[src/design/psce_pkg.sv]
// shared types and constants for the point set centroid engine
// no dependencies
package psce_pkg;

    typedef enum logic [3:0] {
        ST_IDLE,
        ST_SQACC,
        ST_SHIFT,
        ST_SQRT,
        ST_ABSORB,
        ST_UDIV,
        ST_UACC,
        ST_MEAN,
        ST_RSDIV,
        ST_UMDIV,
        ST_EMIT
    } state_t;

    localparam int unsigned Q_ONE      = 65536;
    localparam int unsigned DIV_W      = 64;

    typedef struct packed {
        logic start;
        logic neg;
    } div_ctl_t;

endpackage

[src/design/psce_div.sv]
// unsigned restoring divider, one quotient bit per cycle
// depends on psce_pkg
module psce_div (
    input  logic                      clk,
    input  logic                      rst_n,
    input  psce_pkg::div_ctl_t        ctl,
    input  logic [psce_pkg::DIV_W-1:0] dividend,
    input  logic [psce_pkg::DIV_W-1:0] divisor,
    output logic                      done,
    output logic [psce_pkg::DIV_W-1:0] quotient
);
    import psce_pkg::*;

    logic [DIV_W-1:0] q_reg, q_next;
    logic [DIV_W-1:0] r_reg, r_next;
    logic [DIV_W-1:0] d_reg, d_next;
    logic [6:0]       cnt_reg, cnt_next;
    logic             busy_reg, busy_next;
    logic             neg_reg, neg_next;
    logic [DIV_W:0]   trial;
    logic [DIV_W:0]   shifted;

    always_comb
    begin
        q_next    = q_reg;
        r_next    = r_reg;
        d_next    = d_reg;
        cnt_next  = cnt_reg;
        busy_next = busy_reg;
        neg_next  = neg_reg;
        done      = 1'b0;
        shifted   = {r_reg, q_reg[DIV_W-1]};
        trial     = shifted - {1'b0, d_reg};
        if (ctl.start)
        begin
            q_next    = dividend;
            r_next    = '0;
            d_next    = divisor;
            cnt_next  = 7'(DIV_W);
            busy_next = 1'b1;
            neg_next  = ctl.neg;
        end
        else if (busy_reg)
        begin
            // partial remainder stays below the divisor, so it fits in DIV_W bits
            if (!trial[DIV_W])
            begin
                r_next = trial[DIV_W-1:0];
                q_next = {q_reg[DIV_W-2:0], 1'b1};
            end
            else
            begin
                r_next = shifted[DIV_W-1:0];
                q_next = {q_reg[DIV_W-2:0], 1'b0};
            end
            cnt_next = cnt_reg - 7'd1;
            if (cnt_reg == 7'd1)
                busy_next = 1'b0;
        end
        else if (cnt_reg == 7'd0 && d_reg != '0)
        begin
            done = 1'b1;
        end
    end

    // quotient negated on request
    assign quotient = neg_reg ? (~q_reg + 64'd1) : q_reg;

    always_ff @(posedge clk or negedge rst_n)
    begin
        if (!rst_n)
        begin
            busy_reg <= 1'b0;
            cnt_reg  <= 7'd0;
            neg_reg  <= 1'b0;
            d_reg    <= '0;
        end
        else
        begin
            busy_reg <= busy_next;
            cnt_reg  <= done ? 7'd0 : cnt_next;
            neg_reg  <= neg_next;
            d_reg    <= done ? '0 : d_next;
        end
    end

    always_ff @(posedge clk)
    begin
        q_reg <= q_next;
        r_reg <= r_next;
    end
endmodule

[config.mk]
export PLATFORM = sky130hd
export DESIGN_NAME = psce_div
export DESIGN_NICKNAME = d
export VERILOG_FILES = /design/src/design/psce_pkg.sv /design/src/design/psce_div.sv
export SDC_FILE = /design/constraint.sdc
export NUM_CORES = 1
export LEC_CHECK = 0
export ABC_CLOCK_PERIOD_IN_PS = 7400
export BUFFER_PORTS_ARGS = -buffer_cell sky130_fd_sc_hd__buf_4
export CORE_MARGIN = 5
export CORE_UTILIZATION = 50
export DETAILED_ROUTE_END_ITERATION = 10
export PLACE_DENSITY = 0.82
export SLEW_MARGIN = 20
export SYNTH_ARGS = -nofsm -noshare
export SYNTH_HDL_FRONTEND = slang
export SYNTH_SLANG_ARGS = --single-unit
[constraint.sdc]
create_clock -name clk -period 7.4 [get_ports clk]
set_input_delay 1.11 -clock clk [delete_from_list [all_inputs] [get_ports clk]]
set_output_delay 1.11 -clock clk [all_outputs]
set_load 0.03 [all_outputs]
==> metrics.csv <==
stage,metric,value,unit
detailed_routing,average vias per placed instance,6.079,
sta,Setup TNS,0,ns
yosys,Post-synth EDFFs,64,
yosys,Mapped Nets,1705,
yosys,Synth top area share,14.21,%
yosys,syn_area_per_cell,8.990,um^2
floorplan,Die Wd,174.5,um
finish,# fillers,2222,
sta,final worst path period need,6.013,ns
yosys,"area leader, netlist",edfxtp_1,
critical_path,Critical Path RT,6.29,ns
cts,CTS buffer count,24,
cts,CTS tree,yes,
sta,Worst-Margin Slew,1.101,ns
sta,Slew Limit Fails,0,
cts,post-cts hold buffer count,0,
global_route,largest net degree at the start of global routing,103,
global_route,number of global-route vias before repair,11910,
critical_path,reg2reg setup slack,2.83,ns
floorplan,I/O pin count,197,
yosys,Netlist cell types,60,
sta,clock skew,0.01745,ns
sta,Final WS setup,1.387,ns
yosys,Async SR Flop Fraction,36.32,%
yosys,"flops & latches, synth",201,
global_route,initial antenna violation count,0,
floorplan,Die Ht,174.5,um
cts,# Post-CTS Setup Buffers,0,
cts,Root Buffer,clkbuf_16,
finish,share of cells above drive strength 1,20.29,%
status,status,"finished, final reports clean",
sta,final hold violations,0,
critical_path,CP endpoint kind,primary output,
critical_path,CP startpoint,q_reg[5],
detailed_routing,Initial DRT Pass Iterations,5,
placed_design,post-detail-place hpwl,27590,um
sta,Final setup viols,0,
yosys,Mapped Area,0.01353,mm^2
placed_design,gpl congestion,1.005,
detailed_routing,post-route ant nets,0,
power_and_ir_drop,Power Density,297.9,mW/mm^2
cts,clock latency at the later pin of the worst-skew pair,0.52,ns
critical_path,CP Capture Point,quotient[61],
sta,Min Hold Slack,0.4910,ns
critical_path,WP data arrival,4.90,ns
detailed_routing,Total Wirelength,38190,um
critical_path,worst-case reg-to-reg path depth,15,
critical_path,Crit Path Max Fanout,9,
floorplan,Core Box Area,0.02680,mm^2
global_route,first-pass GRT wire length,61940,um
critical_path,reg-to-reg endpoint,r_reg[32],
cts,Max Buffers Root-to-Sink,3,
cts,H-Tree Depth,1,
min_path,worst hold path class,reg2reg,
placed_design,IO Port Bufs,196,
cts,# resized after CTS,0,
power_and_ir_drop,maximum VDD drop,0.1856,mV
detailed_routing,Via Count,12200,
sta,RSZ-0062 raised after global routing,false,
yosys,"count leader, synth",nand2_1,
finish,area growth from synthesis to layout,19.01,%
finish,final net count,1848,
yosys,YS warnings,0,
sta,slew margin rel.,26.60,%
cts,CTS Sinks,201,
yosys,post-synthesis sequential area ratio,37.18,%
placed_design,dpl ws,1.919,ns
critical_path,CP Launch Type,flop,
finish,n_diodes,0,
floorplan,Initial Util,50.48,%
power_and_ir_drop,Static Leak,0.006884,uW
global_route,Tot GR Track Use,24.11,%
detailed_routing,initial drt markers,1061,
run,max_cap viols,0,
sta,fmax,166.3,MHz
sta,final period utilization,81.26,%
cts,Clock Pin Slew Worst Setup and Hold Paths,0.06,ns
yosys,"top cells by count, synth","175 x nand2_1, 103 x xnor2_1, 96 x a21oi_1",
yosys,Most used DFF post-synth,dfrtp_1,
yosys,leading cell types by total area after synthesis,"edfxtp_1 14%, dfrtp_1 14%, dfxtp_1 9.5%",
detailed_routing,Avg WL per Cell,19.03,um
yosys,Synth Instances,1505,
global_route,total grt overflow,0,
finish,final core occ,60.08,%
critical_path,Setup CP Type,reg2out,
floorplan,die area,0.03045,mm^2
floorplan,FP Rows,60,
detailed_routing,drt drc,0,
critical_path,reg-to-reg critical path startpoint,q_reg[63],
per-layer routing:
metal  part of all wire (%)  vias to the layer above  track usage [%]
li1                       -                     5776                -
met1                     42                     5814            31.57
met2                     48                      524            41.35
met3                    7.0                       86            3.545
met4                    3.5                        0            7.463
met5                      0                        -                0
area by class of cell:
type / count / area [um^2] / share of cell area [%]
Tap cell: 341 / 426.7 / 2.650
Multi-Input combinational cell: 1124 / 7839 / 48.68
Timing Repair Buffer: 206 / 1550 / 9.628
Clock inverter: 3 / 47.55 / 0.2953
Clock buffer: 41 / 862.1 / 5.354
Sequential cell: 201 / 5035 / 31.27
Inverter: 91 / 341.6 / 2.121
through the flow:
stage	area, um^2	total power (uW)	std cells
6_report	16100	4796	2007
5_1_grt	16100	5072	2007
4_1_cts	16100	4792	2007
3_5_place_dp	15190	3480	1963
3_3_place_gp	15190	3434	1963
2_1_floorplan	13530	2917	1505
cell usage in the layout, fill, tap and decap left out, drive strengths merged, types with 14 or more instances in the layout:
cell,instances
o31ai,22
xnor2,103
a21oi,96
nand2b,15
buf,206
edfxtp,64
nand2,175
clkbuf,41
a22o,65
dfxtp,64
nand4,24
nand3,17
mux2,62
inv,91
ha,67
nor2,92
nor4,21
dfrtp,73
a21o,34
o21ai,94
a311oi,42
or3,28
nor3,18
mux2i,15
o21bai,14
xor2,22
cells by family (layout without fill, tap and decap cells):
family	after synthesis	after routing	share of synthesized area (%)
AOI/OAI and AO/OA	426	426	22.11
xor gates and xnor gates	125	125	8.092
adders and majority gates	68	68	6.344
buffers and inverters	180	341	5.077
DFF	201	201	37.18
muxes	77	77	6.270
and+or+nand+nor	428	428	14.93
worst min path at each step:
| stage | from | to | slack (ns) | depth (start not counted) |
|---|---|---|---|---|
| 2_1_floorplan | cnt_reg[5] | cnt_reg[5] | 0.45 | 1 |
| 3_3_place_gp | r_reg[10] | r_reg[10] | 0.47 | 2 |
| 3_5_place_dp | r_reg[56] | r_reg[56] | 0.48 | 2 |
| 4_1_cts | r_reg[56] | r_reg[56] | 0.49 | 2 |
| 5_1_grt | r_reg[24] | r_reg[25] | 0.52 | 2 |
| 6_report | r_reg[61] | r_reg[61] | 0.49 | 2 |
power breakdown:
part	switching [uW]	total, uW	internal, uW
Clock	470	1300	827
Sequential	192	1520	1330
Combinational	1160	1970	813
Total	1820	4800	2970
worst max-delay path: stages (launching register included):
cell and delay, ns:
edfxtp_1 0.45, or4_4 0.56, or3_4 0.35, or3_4 0.40
or3_4 0.35, or2_4 0.26, or3_4 0.35, or2_1 0.25
or3_1 0.66, o31ai_4 0.32, xnor2_1 0.21, buf_4 0.22
Note: power is estimated with default switching activity, not from simulation.
